$ cat src/hw/rtl/rvg_pkg.sv
// Shared types and constants of the RMS voice gate
`timescale 1ns / 1ps
`default_nettype none

package rvg_pkg;

    // Configuration register indexes
    localparam logic [1:0] REG_GATE_LEVEL   = 2'd0;
    localparam logic [1:0] REG_BLOCK_LENGTH = 2'd1;
    localparam logic [1:0] REG_HOLD_COUNT   = 2'd2;

    // Reset values of the registers
    localparam logic [15:0] GATE_LEVEL_RST   = 16'd1000;
    localparam logic [10:0] BLOCK_LENGTH_RST = 11'd512;
    localparam logic [7:0]  HOLD_COUNT_RST   = 8'd16;

    // Block length limits
    localparam int MAX_BLOCK_DEF = 1024;
    localparam int MIN_BLOCK     = 64;

    // Fixed widths
    localparam int SAMPLE_W  = 16;
    localparam int SQ_W      = 31;   // square of a 16-bit sample, up to 2^30
    localparam int RMS_W     = 16;
    localparam int SQ_RAD_W  = 32;   // radicand width, two bits per root step
    localparam int SQ_STEPS  = SQ_RAD_W / 2;
    localparam int SQ_REM_W  = RMS_W + 2;
    localparam int Q_DEPTH   = 2;

    // Action codes
    localparam logic [2:0] ACT_PREROLL  = 3'd0;
    localparam logic [2:0] ACT_DISCARD  = 3'd1;
    localparam logic [2:0] ACT_START    = 3'd2;
    localparam logic [2:0] ACT_CONTINUE = 3'd3;
    localparam logic [2:0] ACT_HANGOVER = 3'd4;
    localparam logic [2:0] ACT_STOP     = 3'd5;

    // One result word
    typedef struct packed {
        logic [RMS_W-1:0] rms;
        logic             loud;
        logic [2:0]       action;
        logic             recording;
    } t_res;

endpackage

`default_nettype wire

$ cat src/hw/rtl/rvg_queue.sv
// Small first-in first-out queue of words
`timescale 1ns / 1ps
`default_nettype none

module rvg_queue
    import rvg_pkg::*;
#(
    parameter int W     = 8,
    parameter int DEPTH = Q_DEPTH
) (
    input  wire logic         i_clk,
    input  wire logic         i_rst_n,
    input  wire logic         i_push,
    input  wire logic [W-1:0] i_data,
    output logic              o_full,
    input  wire logic         i_pop,
    output logic [W-1:0]      o_data,
    output logic              o_empty
);

    localparam int AW = (DEPTH > 1) ? $clog2(DEPTH) : 1;
    localparam int CW = $clog2(DEPTH + 1);

    logic [W-1:0]  r_mem [DEPTH];
    logic [AW-1:0] r_wr, r_rd;
    logic [CW-1:0] r_cnt;
    logic          w_push, w_pop;

    assign o_full  = (r_cnt == CW'(DEPTH));
    assign o_empty = (r_cnt == '0);
    assign w_push  = i_push && !o_full;
    assign w_pop   = i_pop && !o_empty;
    assign o_data  = r_mem[r_rd];

    // Storage
    always_ff @(posedge i_clk) begin
        if (w_push) begin
            r_mem[r_wr] <= i_data;
        end
    end

    // Pointers and fill count
    always_ff @(posedge i_clk) begin
        if (!i_rst_n) begin
            r_wr  <= '0;
            r_rd  <= '0;
            r_cnt <= '0;
        end else begin
            if (w_push) begin
                r_wr <= (r_wr == AW'(DEPTH - 1)) ? '0 : r_wr + AW'(1);
            end
            if (w_pop) begin
                r_rd <= (r_rd == AW'(DEPTH - 1)) ? '0 : r_rd + AW'(1);
            end
            if (w_push && !w_pop) begin
                r_cnt <= r_cnt + CW'(1);
            end else if (w_pop && !w_push) begin
                r_cnt <= r_cnt - CW'(1);
            end
        end
    end

endmodule

`default_nettype wire

$ cat src/hw/rtl/rvg_front.sv
// Front end: squares samples and sums them over one analysis block
`timescale 1ns / 1ps
`default_nettype none

module rvg_front
    import rvg_pkg::*;
#(
    parameter int MAX_BLOCK = MAX_BLOCK_DEF,
    parameter int CNT_W     = $clog2(MAX_BLOCK + 1),
    parameter int SUM_W     = SQ_W - 1 + CNT_W
) (
    input  wire logic                       i_clk,
    input  wire logic                       i_rst_n,
    input  wire logic                       i_push,
    output logic                            o_full,
    input  wire logic signed [SAMPLE_W-1:0] i_sample,
    input  wire logic [10:0]                i_block_length,
    input  wire logic                       i_q_full,
    output logic                            o_q_push,
    output logic [SUM_W-1:0]                o_q_sum,
    output logic [CNT_W-1:0]                o_q_len
);

    logic                 r_sq_vld;
    logic [SQ_W-1:0]      r_sq;
    logic [SUM_W-1:0]     r_sum, n_sum;
    logic [CNT_W-1:0]     r_cnt, n_cnt;
    logic [CNT_W-1:0]     w_len;
    logic signed [31:0]   w_prod;
    logic                 w_accept, w_adv, w_end;

    // A word waits in the square register while the block queue is full
    assign o_full   = r_sq_vld && i_q_full;
    assign w_accept = i_push && !o_full;
    assign w_adv    = r_sq_vld && !i_q_full;
    assign w_prod   = i_sample * i_sample;

    // Block length saturated to the supported range
    always_comb begin
        if (int'(i_block_length) < MIN_BLOCK) begin
            w_len = CNT_W'(MIN_BLOCK);
        end else if (int'(i_block_length) > MAX_BLOCK) begin
            w_len = CNT_W'(MAX_BLOCK);
        end else begin
            w_len = CNT_W'(i_block_length);
        end
    end

    // Square stage
    always_ff @(posedge i_clk) begin
        if (!i_rst_n) begin
            r_sq_vld <= 1'b0;
        end else if (w_accept) begin
            r_sq_vld <= 1'b1;
        end else if (w_adv) begin
            r_sq_vld <= 1'b0;
        end
    end

    always_ff @(posedge i_clk) begin
        if (w_accept) begin
            r_sq <= w_prod[SQ_W-1:0];
        end
    end

    // Accumulate; the block closes once the count reaches the length
    assign n_sum    = r_sum + SUM_W'(r_sq);
    assign n_cnt    = r_cnt + CNT_W'(1);
    assign w_end    = (n_cnt >= w_len);
    assign o_q_push = w_adv && w_end;
    assign o_q_sum  = n_sum;
    assign o_q_len  = w_len;

    always_ff @(posedge i_clk) begin
        if (!i_rst_n) begin
            r_sum <= '0;
            r_cnt <= '0;
        end else if (w_adv) begin
            if (w_end) begin
                r_sum <= '0;
                r_cnt <= '0;
            end else begin
                r_sum <= n_sum;
                r_cnt <= n_cnt;
            end
        end
    end

endmodule

`default_nettype wire

$ cat src/hw/rtl/rvg_back.sv
// Back end: mean by division, integer square root, gate decision
`timescale 1ns / 1ps
`default_nettype none

module rvg_back
    import rvg_pkg::*;
#(
    parameter int MAX_BLOCK = MAX_BLOCK_DEF,
    parameter int CNT_W     = $clog2(MAX_BLOCK + 1),
    parameter int SUM_W     = SQ_W - 1 + CNT_W
) (
    input  wire logic             i_clk,
    input  wire logic             i_rst_n,
    input  wire logic             i_blk_empty,
    output logic                  o_blk_pop,
    input  wire logic [SUM_W-1:0] i_blk_sum,
    input  wire logic [CNT_W-1:0] i_blk_len,
    input  wire logic [15:0]      i_gate_level,
    input  wire logic [7:0]       i_hold_count,
    input  wire logic             i_res_pop,
    output t_res                  o_res,
    output logic                  o_res_empty
);

    localparam int STEP_W = $clog2(SUM_W);

    localparam logic [1:0] ST_IDLE = 2'd0;
    localparam logic [1:0] ST_DIV  = 2'd1;
    localparam logic [1:0] ST_SQRT = 2'd2;
    localparam logic [1:0] ST_OUT  = 2'd3;

    logic [1:0]          r_state;
    logic [STEP_W-1:0]   r_step;
    logic [SUM_W-1:0]    r_num;
    logic [CNT_W-1:0]    r_den, r_rem;
    logic [CNT_W:0]      w_dtrial;
    logic                w_dge;
    logic [SQ_RAD_W-1:0] r_rad;
    logic [SQ_REM_W-1:0] r_srem, w_ssh, w_strial;
    logic [RMS_W-1:0]    r_root;
    logic                w_sge;
    logic                r_active;
    logic [7:0]          r_hold_cnt;
    logic                w_loud, w_hold_lt, n_active;
    logic [7:0]          n_hold_cnt;
    logic [2:0]          w_action;
    logic                w_res_full, w_res_push;
    t_res                w_res;
    logic [$bits(t_res)-1:0] w_res_bits;

    // Restoring division step: one quotient bit per cycle
    assign w_dtrial = {r_rem, r_num[SUM_W-1]};
    assign w_dge    = (w_dtrial >= {1'b0, r_den});

    // Square root step: two radicand bits per cycle
    assign w_ssh    = {r_srem[SQ_REM_W-3:0], r_rad[SQ_RAD_W-1 -: 2]};
    assign w_strial = {r_root, 2'b01};
    assign w_sge    = (w_ssh >= w_strial);

    // Gate decision
    assign w_loud    = (r_root > i_gate_level);
    assign w_hold_lt = (r_hold_cnt < i_hold_count);

    always_comb begin
        n_active   = r_active;
        n_hold_cnt = '0;
        if (w_loud) begin
            if (!r_active) begin
                if (w_hold_lt) begin
                    w_action   = ACT_PREROLL;
                    n_hold_cnt = r_hold_cnt + 8'd1;
                end else begin
                    w_action = ACT_START;
                    n_active = 1'b1;
                end
            end else begin
                w_action = ACT_CONTINUE;
            end
        end else begin
            if (r_active) begin
                if (w_hold_lt) begin
                    w_action   = ACT_HANGOVER;
                    n_hold_cnt = r_hold_cnt + 8'd1;
                end else begin
                    w_action = ACT_STOP;
                    n_active = 1'b0;
                end
            end else begin
                w_action = ACT_DISCARD;
            end
        end
    end

    assign w_res.rms       = r_root;
    assign w_res.loud      = w_loud;
    assign w_res.action    = w_action;
    assign w_res.recording = n_active;

    assign o_blk_pop  = (r_state == ST_IDLE) && !i_blk_empty;
    assign w_res_push = (r_state == ST_OUT) && !w_res_full;

    // Sequencer
    always_ff @(posedge i_clk) begin
        if (!i_rst_n) begin
            r_state    <= ST_IDLE;
            r_active   <= 1'b0;
            r_hold_cnt <= '0;
        end else begin
            unique case (r_state)
                ST_IDLE: begin
                    if (!i_blk_empty) begin
                        r_state <= ST_DIV;
                    end
                end
                ST_DIV: begin
                    if (r_step == '0) begin
                        r_state <= ST_SQRT;
                    end
                end
                ST_SQRT: begin
                    if (r_step == '0) begin
                        r_state <= ST_OUT;
                    end
                end
                ST_OUT: begin
                    if (!w_res_full) begin
                        r_state    <= ST_IDLE;
                        r_active   <= n_active;
                        r_hold_cnt <= n_hold_cnt;
                    end
                end
                default: r_state <= ST_IDLE;
            endcase
        end
    end

    // Datapath of the divider and the root unit
    always_ff @(posedge i_clk) begin
        case (r_state)
            ST_IDLE: begin
                r_num  <= i_blk_sum;
                r_den  <= i_blk_len;
                r_rem  <= '0;
                r_step <= STEP_W'(SUM_W - 1);
            end
            ST_DIV: begin
                r_rem <= w_dge ? CNT_W'(w_dtrial - {1'b0, r_den})
                               : w_dtrial[CNT_W-1:0];
                r_num <= {r_num[SUM_W-2:0], w_dge};
                if (r_step == '0) begin
                    // quotient fits the radicand: a mean square is at most 2^30
                    r_rad  <= {r_num[SQ_RAD_W-2:0], w_dge};
                    r_srem <= '0;
                    r_root <= '0;
                    r_step <= STEP_W'(SQ_STEPS - 1);
                end else begin
                    r_step <= r_step - STEP_W'(1);
                end
            end
            ST_SQRT: begin
                r_srem <= w_sge ? (w_ssh - w_strial) : w_ssh;
                r_root <= {r_root[RMS_W-2:0], w_sge};
                r_rad  <= {r_rad[SQ_RAD_W-3:0], 2'b00};
                r_step <= r_step - STEP_W'(1);
            end
            default: begin
            end
        endcase
    end

    // Result queue toward the output ports
    rvg_queue #(
        .W     ($bits(t_res)),
        .DEPTH (Q_DEPTH)
    ) u_res_q (
        .i_clk   (i_clk),
        .i_rst_n (i_rst_n),
        .i_push  (w_res_push),
        .i_data  (w_res),
        .o_full  (w_res_full),
        .i_pop   (i_res_pop),
        .o_data  (w_res_bits),
        .o_empty (o_res_empty)
    );

    assign o_res = t_res'(w_res_bits);

endmodule

`default_nettype wire

$ cat src/hw/rtl/rms_voice_gate_with_hold_top.sv
// Top level of the RMS voice gate with start and stop hold
// Takes one signed audio sample per cycle while full is low and sums its square
// into the current block. When a block of block_length samples closes (saturated
// to 64..MAX_BLOCK), its square sum goes to a two-word block queue, and the back
// end works out the integer rms: a restoring divider, then the root unit, then the
// gate decision, whose result word goes to the output queue. The back end is done
// with a block before the smallest block can close, so samples stream in at one
// per cycle; full rises only when the result queue and then the block queue have
// filled. The configuration port is always ready and writes take effect at once.
`timescale 1ns / 1ps
`default_nettype none

module rms_voice_gate_with_hold_top
    import rvg_pkg::*;
#(
    parameter int MAX_BLOCK = MAX_BLOCK_DEF
) (
    input  wire logic                       i_clk,
    input  wire logic                       i_rst_n,
    input  wire logic                       push,
    output logic                            full,
    input  wire logic signed [SAMPLE_W-1:0] i_sample,
    output logic                            empty,
    input  wire logic                       pop,
    output logic [RMS_W-1:0]                o_block_rms,
    output logic                            o_loud,
    output logic [2:0]                      o_action,
    output logic                            o_recording,
    input  wire logic                       i_cfg_valid,
    output logic                            o_cfg_ready,
    input  wire logic [1:0]                 i_cfg_index,
    input  wire logic [15:0]                i_cfg_data
);

    localparam int CNT_W = $clog2(MAX_BLOCK + 1);
    localparam int SUM_W = SQ_W - 1 + CNT_W;

    logic [15:0]       r_gate_level;
    logic [10:0]       r_block_length;
    logic [7:0]        r_hold_count;
    logic              w_q_push, w_q_full, w_q_empty, w_q_pop;
    logic [SUM_W-1:0]  w_q_sum_in, w_q_sum_out;
    logic [CNT_W-1:0]  w_q_len_in, w_q_len_out;
    t_res              w_res;

    // Configuration registers
    assign o_cfg_ready = 1'b1;

    always_ff @(posedge i_clk) begin
        if (!i_rst_n) begin
            r_gate_level   <= GATE_LEVEL_RST;
            r_block_length <= BLOCK_LENGTH_RST;
            r_hold_count   <= HOLD_COUNT_RST;
        end else if (i_cfg_valid && o_cfg_ready) begin
            unique case (i_cfg_index)
                REG_GATE_LEVEL:   r_gate_level   <= i_cfg_data;
                REG_BLOCK_LENGTH: r_block_length <= i_cfg_data[10:0];
                REG_HOLD_COUNT:   r_hold_count   <= i_cfg_data[7:0];
                default: begin
                end
            endcase
        end
    end

    // Accumulating front end
    rvg_front #(
        .MAX_BLOCK (MAX_BLOCK),
        .CNT_W     (CNT_W),
        .SUM_W     (SUM_W)
    ) u_front (
        .i_clk          (i_clk),
        .i_rst_n        (i_rst_n),
        .i_push         (push),
        .o_full         (full),
        .i_sample       (i_sample),
        .i_block_length (r_block_length),
        .i_q_full       (w_q_full),
        .o_q_push       (w_q_push),
        .o_q_sum        (w_q_sum_in),
        .o_q_len        (w_q_len_in)
    );

    // Queue of finished block sums
    rvg_queue #(
        .W     (SUM_W + CNT_W),
        .DEPTH (Q_DEPTH)
    ) u_blk_q (
        .i_clk   (i_clk),
        .i_rst_n (i_rst_n),
        .i_push  (w_q_push),
        .i_data  ({w_q_sum_in, w_q_len_in}),
        .o_full  (w_q_full),
        .i_pop   (w_q_pop),
        .o_data  ({w_q_sum_out, w_q_len_out}),
        .o_empty (w_q_empty)
    );

    // Divide, root and decide
    rvg_back #(
        .MAX_BLOCK (MAX_BLOCK),
        .CNT_W     (CNT_W),
        .SUM_W     (SUM_W)
    ) u_back (
        .i_clk        (i_clk),
        .i_rst_n      (i_rst_n),
        .i_blk_empty  (w_q_empty),
        .o_blk_pop    (w_q_pop),
        .i_blk_sum    (w_q_sum_out),
        .i_blk_len    (w_q_len_out),
        .i_gate_level (r_gate_level),
        .i_hold_count (r_hold_count),
        .i_res_pop    (pop),
        .o_res        (w_res),
        .o_res_empty  (empty)
    );

    assign o_block_rms = w_res.rms;
    assign o_loud      = w_res.loud;
    assign o_action    = w_res.action;
    assign o_recording = w_res.recording;

endmodule

`default_nettype wire

$ cat config.mk
export PLATFORM = sky130hd
export DESIGN_NAME = rms_voice_gate_with_hold_top
export DESIGN_NICKNAME = d
export VERILOG_FILES = /design/src/hw/rtl/rvg_pkg.sv /design/src/hw/rtl/rvg_queue.sv /design/src/hw/rtl/rvg_front.sv /design/src/hw/rtl/rvg_back.sv /design/src/hw/rtl/rms_voice_gate_with_hold_top.sv
export SDC_FILE = /design/constraint.sdc
export NUM_CORES = 1
export LEC_CHECK = 0
export BUFFER_PORTS_ARGS = -buffer_cell sky130_fd_sc_hd__buf_2
export CORE_ASPECT_RATIO = 2
export CORE_MARGIN = 4
export CORE_UTILIZATION = 58
export DETAILED_ROUTE_END_ITERATION = 7
export GPL_TIMING_DRIVEN = 0
export PLACE_DENSITY = 0.75
export SLEW_MARGIN = 15
export SYNTH_ARGS = -nofsm -noshare
export SYNTH_HDL_FRONTEND = slang
export SYNTH_SLANG_ARGS = --single-unit
$ cat constraint.sdc
create_clock -name i_clk -period 7.7 [get_ports i_clk]
set_clock_uncertainty 0.15 [all_clocks]
set_input_delay 0.385 -clock i_clk [delete_from_list [all_inputs] [get_ports i_clk]]
set_output_delay 0.385 -clock i_clk [all_outputs]
set_load 0.05 [all_outputs]
==> load_flow_metrics.sql, run 1 <==
INSERT INTO impl_metrics (metric_group, metric, value, unit) VALUES
('clock_network', 'worstSkewPairLatency', '0.55', 'ns'),
('yosys', 'unique_masters_post_synth', '84', ''),
('placed_design', 'place.port_buffers', '60', ''),
('setup_path', 'timing.reg2reg.setup_slack', '2.68', 'ns'),
('yosys', 'synthesis.area_per_instance', '10.5', 'um^2'),
('yosys', 'synthSimpleGateAreaFrac', '11.0', '%'),
('timing', 'period_minus_slack', '7.50', 'ns'),
('finish', 'multiInputGateArea', '15700', 'um^2'),
('detailed_routing', 'routed-wl-met2', '40700', 'um'),
('detailed_routing', 'top_layer', 'met4', ''),
('setup_path', 'timing.critical_path.from_type', 'primary input', ''),
('setup_path', 'critical-path-slowest-cell', 'sky130_fd_sc_hd__a2111oi_0', ''),
('yosys', 'synth_adder_area_share', '24.1', '%'),
('floorplan', 'die_area', '54300', 'um^2'),
('yosys', 'synth.mux.area_fraction', '4.38', '%'),
('detailed_routing', 'dr_pass1_iterations', '5', ''),
('hold_path', 'holdCritPathClass', 'in2reg', ''),
('yosys', 'synthesis.area', '29300', 'um^2'),
('setup_path', 'r2r.worst_path.cells', '17', ''),
('detailed_routing', 'detail_route.iter0.violations', '1268', ''),
('yosys', 'synthMostInstantiatedCell', 'sky130_fd_sc_hd__inv_1', ''),
('detailed_routing', 'dr_wl_met3', '1920', 'um'),
('global_routing', 'grt_max_degree', '53', ''),
('placed_design', 'place.gp.congestion', '0.965', ''),
('yosys', 'postSynthRegisterBits', '418', ''),
('floorplan', 'ios', '63', ''),
('yosys', 'synth_enable_flop_cells', '309', ''),
('finish', 'final_layout_size_suffix_gt1_share', '9.04', '%'),
('clock_network', 'cts_buffer_depth', '3', ''),
('floorplan', 'core', '50100', 'um^2'),
('yosys', 'ys_seq_area_share', '39.2', '%'),
('clock_network', 'clk_pin_slew', '0.07', 'ns'),
('clock_network', 'clock-sinks', '418', ''),
('clock_network', 'clock_tree.htree_level_count', '2', ''),
('timing', 'rsz_0062_raised_after_global_routing', 'no', ''),
('finish', 'num_antenna_cells', '0', ''),
('yosys', 'syn-num-nets', '3258', ''),
('status', 'run_status', 'completed', ''),
('floorplan', 'die_h', '326', 'um'),
('yosys', 'netlist_instances', '2794', ''),
('finish', 'filler_cell_count', '4012', ''),
('detailed_routing', 'count_of_antenna_violating_nets_left_after_detailed_routing', '0', ''),
('yosys', 'yosysTopAreaCell', 'sky130_fd_sc_hd__edfxtp_1', ''),
('finish', 'synthToLayoutAreaGrowth', '9.22', '%'),
('timing', 'final.hold.worst_slack', '0.0267', 'ns'),
('pwr', 'total_leakage_power', '0.0138', 'uW'),
('detailed_routing', 'routed-via-count', '20700', ''),
('timing', 'finalCritPeriodShare', '97.4', '%'),
('floorplan', 'floorplan.initialDensity', '58.5', '%'),
('setup_path', 'worst_ep_arrival_time', '7.63', 'ns'),
('yosys', 'synthDominantCellAreaShare', '31.7', '%'),
('timing', 'final-max-slew-violation-count', '0', ''),
('detailed_routing', 'remaining_drc_errors', '0', ''),
('timing', 'slew_headroom', '18.5', '%'),
('timing', 'finalSetupViolCount', '0', ''),
('clock_network', 'cts.repair_timing.setup_buffer_count', '0', ''),
('global_routing', 'grt_first_pass_wirelength', '116000', 'um'),
('clock_network', 'cts_root_buffer', 'sky130_fd_sc_hd__clkbuf_16', ''),
('yosys', 'most_frequent_cells_after_synthesis', 'sky130_fd_sc_hd__inv_1, sky130_fd_sc_hd__edfxtp_1, sky130_fd_sc_hd__nand2_1', ''),
('detailed_routing', 'detail_route.wl_per_cell', '20.0', 'um'),
('yosys', 'async_flop_share', '0', '%'),
('setup_path', 'crit_fanout', '10', ''),
('finish', 'ff_latch_area', '11500', 'um^2'),
('yosys', 'compound_gate_fraction_of_synth_area', '10.6', '%'),
('clock_network', 'tritoncts.num_buffers', '35', ''),
('setup_path', 'critical-path-top-cell-by-count', 'sky130_fd_sc_hd__fa_1', ''),
('placed_design', 'dp_hpwl', '58500', 'um'),
('global_routing', 'grt-ovfl-total', '0', ''),
('yosys', 'ys_warnings', '0', ''),
('yosys', 'ys_top_cells_by_area', 'sky130_fd_sc_hd__edfxtp_1, sky130_fd_sc_hd__fa_1, sky130_fd_sc_hd__ha_1', ''),
('setup_path', 'cp_slowest_stage_delay', '0.72', 'ns');
## cell type report
| type | count | area share (%) |
|---|---|---|
| Inverter | 445 | 5.24 |
| Timing Repair Buffer | 88 | 1.95 |
| Multi-Input combinational cell | 1829 | 49.2 |
| Clock inverter | 18 | 0.630 |
| Tap cell | 649 | 2.54 |
| Buffer | 101 | 1.35 |
| Sequential cell | 418 | 35.8 |
| Clock buffer | 45 | 3.22 |
## registers in the layout, summed over array words and instances, names as in the netlist, 2 cells and up, named ones only
register,flops
u_back.r_srem,16
u_back.r_rad,32
u_blk_q.r_mem,104
u_front.r_cnt,11
u_back.r_state,2
u_blk_q.r_cnt,2
u_front.r_sq,30
r_block_length,11
r_gate_level,16
u_back.r_rem,11
u_back.u_res_q.r_mem,42
u_back.u_res_q.r_cnt,2
u_back.r_step,6
u_back.r_hold_cnt,8
r_hold_count,8
u_back.r_den,11
u_back.r_root,16
u_back.r_num,41
u_front.r_sum,41
## path summary, 6_finish.rpt
| path | end | from |
|---|---|---|
| max | u_front.r_sq[25] | i_sample[5] |
| min | r_block_length[10] | i_cfg_index[1] |
| max reg2reg | u_blk_q.r_mem[0][16] | u_front.r_cnt[0] |
| min reg2reg | u_front.r_sum[0] | u_front.r_sum[0] |
## worst max-delay path, delay by kind of cell
kind | cells | cell delay (ns)
AO/OA/AOI/OAI | 5 | 2.12
adder cells (fa/ha/maj) | 7 | 3.63
buffers and inverters | 5 | 1.09
AND/OR/NAND/NOR | 4 | 0.38
## per-stage QoR
step | setup slack, ns | area (um^2) | setup TNS [ns] | total power, uW | cells
4_1_cts | 0.0727 | 32000 | 0 | 15600 | 3594
6_report | 0.199 | 32000 | 0 | 15600 | 3593
3_3_place_gp | -1.08 | 30400 | -114.94 | 13200 | 3503
3_5_place_dp | -0.715 | 30600 | -4.02 | 13600 | 3513
2_1_floorplan | 0.914 | 29300 | 0 | 11200 | 2794
5_1_grt | 0.154 | 32000 | 0 | 16900 | 3593
## logic make-up (layout without fill, tap and decap cells)
group	after synthesis	in the layout
AOI/OAI and AO/OA	469	469
xor gates and xnor gates	118	118
adders and majority gates	425	425
buffers and inverters	547	697
DFF	418	418
muxes	120	120
other	1	1
and+or+nand+nor	696	696
## power breakdown
part	leakage, uW	switching, uW	internal (uW)	total (uW)
clock	0.000599	857	1060	1920
combinational	0.00934	5970	3980	9950
sequential	0.00383	225	3470	3700
## timing repair
action                                  in CTS  in global routing
endpoints found under the setup margin       3                  3
resized for setup                            1                  3
endpoints found under the hold margin       31                  0
hold buffers                                18                  0
## routing by layer
layer  vias up  track usage [%]
li1       9671                -
met5         -                0
met2       559             53.1
met1     10200             24.4
met4         0             19.4
met3       298             2.33
## placed cells by master (no fill, tap or decap), types with 18 or more instances in the layout
master                          Yosys  routed
sky130_fd_sc_hd__nand2_1          272     272
sky130_fd_sc_hd__clkbuf_1          72      72
sky130_fd_sc_hd__clkbuf_16          0      39
sky130_fd_sc_hd__nor2_1           150     149
sky130_fd_sc_hd__a21o_1            45      45
sky130_fd_sc_hd__fa_1             231     231
sky130_fd_sc_hd__and2_1            42      41
sky130_fd_sc_hd__and3_1            21      21
sky130_fd_sc_hd__a21oi_1          129     129
sky130_fd_sc_hd__mux2i_1           56      56
sky130_fd_sc_hd__inv_1            443     443
sky130_fd_sc_hd__nor3_1            20      19
sky130_fd_sc_hd__ha_1             194     194
sky130_fd_sc_hd__xor2_1            44      44
sky130_fd_sc_hd__xnor2_1           73      73
sky130_fd_sc_hd__buf_2             12      72
sky130_fd_sc_hd__edfxtp_1         309     309
sky130_fd_sc_hd__nor2b_1           27      26
sky130_fd_sc_hd__o21ai_0          106     105
sky130_fd_sc_hd__dfxtp_1          109     109
sky130_fd_sc_hd__a31oi_1           19      19
sky130_fd_sc_hd__mux2_2            64      64
sky130_fd_sc_hd__dlygate4sd3_1      0      18
sky130_fd_sc_hd__nand3_1           77      77
No activity file was read; power rests on OpenSTA's default activity.
==> inputs of run 2 (changes only) <==
Settings changed: BUFFER_PORTS_ARGS -buffer_cell sky130_fd_sc_hd__buf_2 to -buffer_cell sky130_fd_sc_hd__clkbuf_2, SYNTH_HIERARCHICAL set to 1.
==> run 2 against run 1 <==
Net effect: worst setup slack gained 0.021 ns; flip-flop and latch count unchanged; final cell count is 3.7% lower.
==> load_flow_metrics.sql, run 2 <==
INSERT INTO impl_metrics (metric_group, metric, value, unit) VALUES
('status', 'run_status', 'completed', ''),
('timing', 'final-max-slew-violation-count', '0', ''),
('yosys', 'yosysTopAreaCell', 'sky130_fd_sc_hd__edfxtp_1', ''),
('global_routing', 'grt-ovfl-total', '0', ''),
('floorplan', 'placement_rows', '115', ''),
('pwr', 'totalPowerFinal', '14000', 'uW'),
('setup_path', 'timing.reg2reg.setup_slack', '3.07', 'ns'),
('placed_design', 'place.port_buffers', '58', ''),
('global_routing', 'overall_global_routing_resource_usage', '25.4', '%'),
('timing', 'period_minus_slack', '7.48', 'ns'),
('setup_path', 'critical-path-top-delay-family', 'adder cells', ''),
('yosys', 'syn-num-nets', '3130', ''),
('finish', 'synthToLayoutAreaGrowth', '9.21', '%'),
('placed_design', 'place.gp.congestion', '0.951', ''),
('yosys', 'synthesis.area', '29100', 'um^2'),
('hold_path', 'holdCritPathClass', 'in2reg', ''),
('placed_design', 'dp_hpwl', '54900', 'um'),
('detailed_routing', 'via_density_per_instance', '5.68', ''),
('floorplan', 'die-width', '166', 'um'),
('timing', 'timing.final.ws_setup', '0.220', 'ns'),
('run', 'max-cap-violations', '0', ''),
('finish', 'finish.utilization', '64.3', '%'),
('finish', 'largest_reg_flops', '104', ''),
('detailed_routing', 'detail_route.wl_per_cell', '19.7', 'um'),
('clock_network', 'cts_buffer_depth', '3', ''),
('setup_path', 'critical_path.reg2reg.startpoint', 'u_front/r_cnt[0]', ''),
('detailed_routing', 'dr_pass1_iterations', '8', ''),
('setup_path', 'crit_path_cell_trace', 'clkbuf_2 -> clkbuf_1 -> clkbuf_1 -> nand2_1 -> fa_1 -> fa_1 -> fa_1 -> inv_1 -> fa_1 -> fa_1 -> inv_1 -> fa_1 -> inv_1 -> ha_1 -> nand3_1 -> nor4_1 -> o21ai_0 -> a31oi_1 -> a211o_1 -> a21oi_1 -> o21a_1 -> xnor2_1', ''),
('detailed_routing', 'remaining_drc_errors', '0', ''),
('timing', 'worst_slew_pin_slew', '1.07', 'ns'),
('floorplan', 'die_area', '54100', 'um^2'),
('finish', 'layout.cells.most_common', 'sky130_fd_sc_hd__inv_1', ''),
('hold_path', 'timing.hold.worst_path_depth', '3', ''),
('yosys', 'async_flop_share', '0', '%'),
('pwr', 'total_switching_power', '6080', 'uW'),
('clock_network', 'worstSkewPairLatency', '0.55', 'ns'),
('global_routing', 'grt_first_pass_wirelength', '110000', 'um'),
('finish', 'filler_cell_count', '3916', ''),
('clock_network', 'tritoncts.num_buffers', '36', ''),
('pwr', 'power-per-cell-area', '440', 'nW/um^2'),
('floorplan', 'ios', '63', ''),
('setup_path', 'worst_ep_arrival_time', '7.62', 'ns'),
('pwr', 'total_leakage_power', '0.0137', 'uW'),
('setup_path', 'crit_fanout', '10', ''),
('timing', 'fmax', '134', 'MHz'),
('timing', 'rsz_0062_raised_after_global_routing', 'no', ''),
('yosys', 'synth_enable_flop_cells', '309', ''),
('clock_network', 'cts_root_buffer', 'sky130_fd_sc_hd__clkbuf_16', ''),
('setup_path', 'critical-path-slowest-cell', 'sky130_fd_sc_hd__nor4_1', ''),
('pwr', 'switching_share', '43.4', '%'),
('placed_design', 'place_worst_setup_slack', '-0.229', 'ns'),
('detailed_routing', 'detail_route.iter0.violations', '973', ''),
('yosys', 'ys_warnings', '6', ''),
('setup_path', 'cp_slowest_stage_delay', '0.83', 'ns'),
('global_routing', 'number_of_antenna_violations_at_the_first_check_in_global_routing', '1', ''),
('finish', 'design.final.nets', '3247', ''),
('finish', 'ff_latch_area', '11500', 'um^2'),
('hold_path', 'hold_path_startpoint', 'i_cfg_data[4]', ''),
('setup_path', 'reg2reg_to', 'u_blk_q/r_cnt[1]', ''),
('detailed_routing', 'drt-total-wl', '68000', 'um'),
('finish', 'final-instance-count-excl-fill', '3459', ''),
('yosys', 'synthDominantCellAreaShare', '31.9', '%'),
('timing', 'finalSetupViolCount', '0', ''),
('detailed_routing', 'count_of_antenna_violating_nets_left_after_detailed_routing', '0', ''),
('finish', 'final_layout_size_suffix_gt1_share', '11.6', '%'),
('pwr', 'seq_power_share', '24.5', '%'),
('finish', 'multiInputGateArea', '15600', 'um^2'),
('detailed_routing', 'routed-via-count', '19600', ''),
('pwr', 'vdd_ir_drop_max', '0.000603', 'V'),
('setup_path', 'crit_path_end_kind', 'register', ''),
('placed_design', 'placedCellCount', '3379', ''),
('yosys', 'unique_masters_post_synth', '89', ''),
('floorplan', 'core', '49500', 'um^2'),
('yosys', 'netlist_instances', '2671', ''),
('yosys', 'most_frequent_cells_after_synthesis', 'sky130_fd_sc_hd__inv_1, sky130_fd_sc_hd__edfxtp_1, sky130_fd_sc_hd__fa_1', ''),
('yosys', 'synthesis.area_per_instance', '10.9', 'um^2'),
('global_routing', 'grt_max_degree', '53', ''),
('pwr', 'clkPwrFrac', '13.8', '%'),
('finish', 'most-common-layout-cells', 'sky130_fd_sc_hd__inv_1, sky130_fd_sc_hd__edfxtp_1, sky130_fd_sc_hd__fa_1', ''),
('clock_network', 'clk_pin_slew', '0.07', 'ns'),
('timing', 'finalCritPeriodShare', '97.1', '%'),
('finish', 'num_antenna_cells', '0', ''),
('clock_network', 'clock_tree_from_tritoncts', 'built', ''),
('yosys', 'synthMostInstantiatedCell', 'sky130_fd_sc_hd__inv_1', ''),
('setup_path', 'critical-path-top-cell-by-count', 'sky130_fd_sc_hd__fa_1', ''),
('setup_path', 'timing.critical_path.from_type', 'primary input', ''),
('setup_path', 'cp_num_buf_inv', '6', ''),
('timing', 'totalNegativeSetupSlack', '0', 'ns'),
('yosys', 'postSynth.topFlopCell', 'sky130_fd_sc_hd__edfxtp_1', ''),
('hold_path', 'whs_endpoint', 'r_block_length[4]', ''),
('finish', 'layout_top_registers', 'u_blk_q/r_mem: 104 flops, u_back/u_res_q/r_mem: 42 flops', ''),
('yosys', 'ys_seq_area_share', '39.3', '%'),
('pwr', 'combinationalPowerShare', '61.7', '%'),
('floorplan', 'floorplan.initialDensity', '58.9', '%'),
('timing', 'final-hold-violation-count', '0', ''),
('pwr', 'internal-power', '7920', 'uW'),
('yosys', 'ys_top_cells_by_area', 'sky130_fd_sc_hd__edfxtp_1, sky130_fd_sc_hd__fa_1, sky130_fd_sc_hd__ha_1', ''),
('clock_network', 'clock_tree.htree_level_count', '2', ''),
('setup_path', 'worstSetupPathType', 'in2reg', ''),
('finish', 'max_flop_register', 'u_blk_q/r_mem', ''),
('global_routing', 'number_of_global_route_vias_before_repair', '22000', ''),
('setup_path', 'r2r.worst_path.cells', '16', ''),
('floorplan', 'die_h', '325', 'um'),
('yosys', 'postSynthRegisterBits', '418', ''),
('timing', 'slew_headroom', '28.4', '%'),
('setup_path', 'crit_required', '7.84', 'ns'),
('clock_network', 'clock-sinks', '418', '');
-- run 2: per-layer routing --
metal  wire length [um]  global-route usage [%]  vias to the layer above
li1                   -                       -                     9220
met1              20900                    22.2                     9657
met2              39900                    52.8                      527
met3               1780                    2.04                      245
met4               5380                    16.4                        0
met5                  0                       0                        -
-- run 2: cell type report --
type | instances | share of cell area [%]
Multi-Input combinational cell | 1721 | 49.1
Sequential cell | 418 | 36.0
Inverter | 445 | 5.25
Clock buffer | 55 | 3.57
Tap cell | 643 | 2.53
Timing Repair Buffer | 79 | 1.78
Buffer | 87 | 1.33
Clock inverter | 11 | 0.433
-- run 2: power by group through the flow --
stage	Sequential, uW	Combinational [uW]	Clock, uW
finish	3440	8640	1930
global route	3460	9650	2060
CTS	3440	8600	1970
detailed placement	3490	8540	0
global placement	3480	8220	0
floorplan	3410	6670	0
-- run 2: worst max path at each step --
stage | from | end | slack, ns | cells past startpoint
2_1_floorplan | i_sample[15] | u_front/r_sq[29] | 1.26 | 22
3_3_place_gp | u_back/r_state[1] | u_back/r_srem[13] | -0.47 | 5
3_5_place_dp | i_sample[1] | u_front/r_sq[27] | -0.23 | 22
4_1_cts | i_sample[1] | u_front/r_sq[27] | 0.34 | 22
5_1_grt | i_sample[1] | u_front/r_sq[27] | 0.03 | 22
6_report | i_sample[1] | u_front/r_sq[27] | 0.22 | 22
-- run 2: kinds of logic (layout without fill, tap and decap cells) --
kind of cell / Yosys count / count (layout) / synth area share, %
buffers and inverters: 532 / 677 / 7.18
AO/OA/AOI/OAI: 376 / 376 / 8.56
other: 1 / 1 / 0.0129
adder cells (fa/ha/maj): 420 / 420 / 24.0
AND/OR/NAND/NOR: 620 / 620 / 10.3
XOR/XNOR: 116 / 116 / 3.49
multiplexers: 188 / 188 / 7.08
flip-flops: 418 / 418 / 39.3
-- run 2: metrics by stage --
| stage | hold slack (ns) | area, um^2 |
|---|---|---|
| 2_1_floorplan | 0.279 | 29100 |
| 3_3_place_gp | 0.293 | 30200 |
| 3_5_place_dp | 0.304 | 30400 |
| 4_1_cts | 0.0334 | 31800 |
| 5_1_grt | 0.0519 | 31800 |
| 6_report | 0.0554 | 31800 |
-- run 2: worst min-delay path: stages --
cell and delay (ns):
sky130_fd_sc_hd__clkbuf_2 0.09, sky130_fd_sc_hd__nand2_1 0.14, sky130_fd_sc_hd__mux2i_1 0.09
-- run 2: timing repair --
action / in CTS / in global routing
hold buffers: 14 / 0
buffers inserted: 0 / 0
hold endpoints to repair: 20 / 0
gates resized for setup: 0 / 0
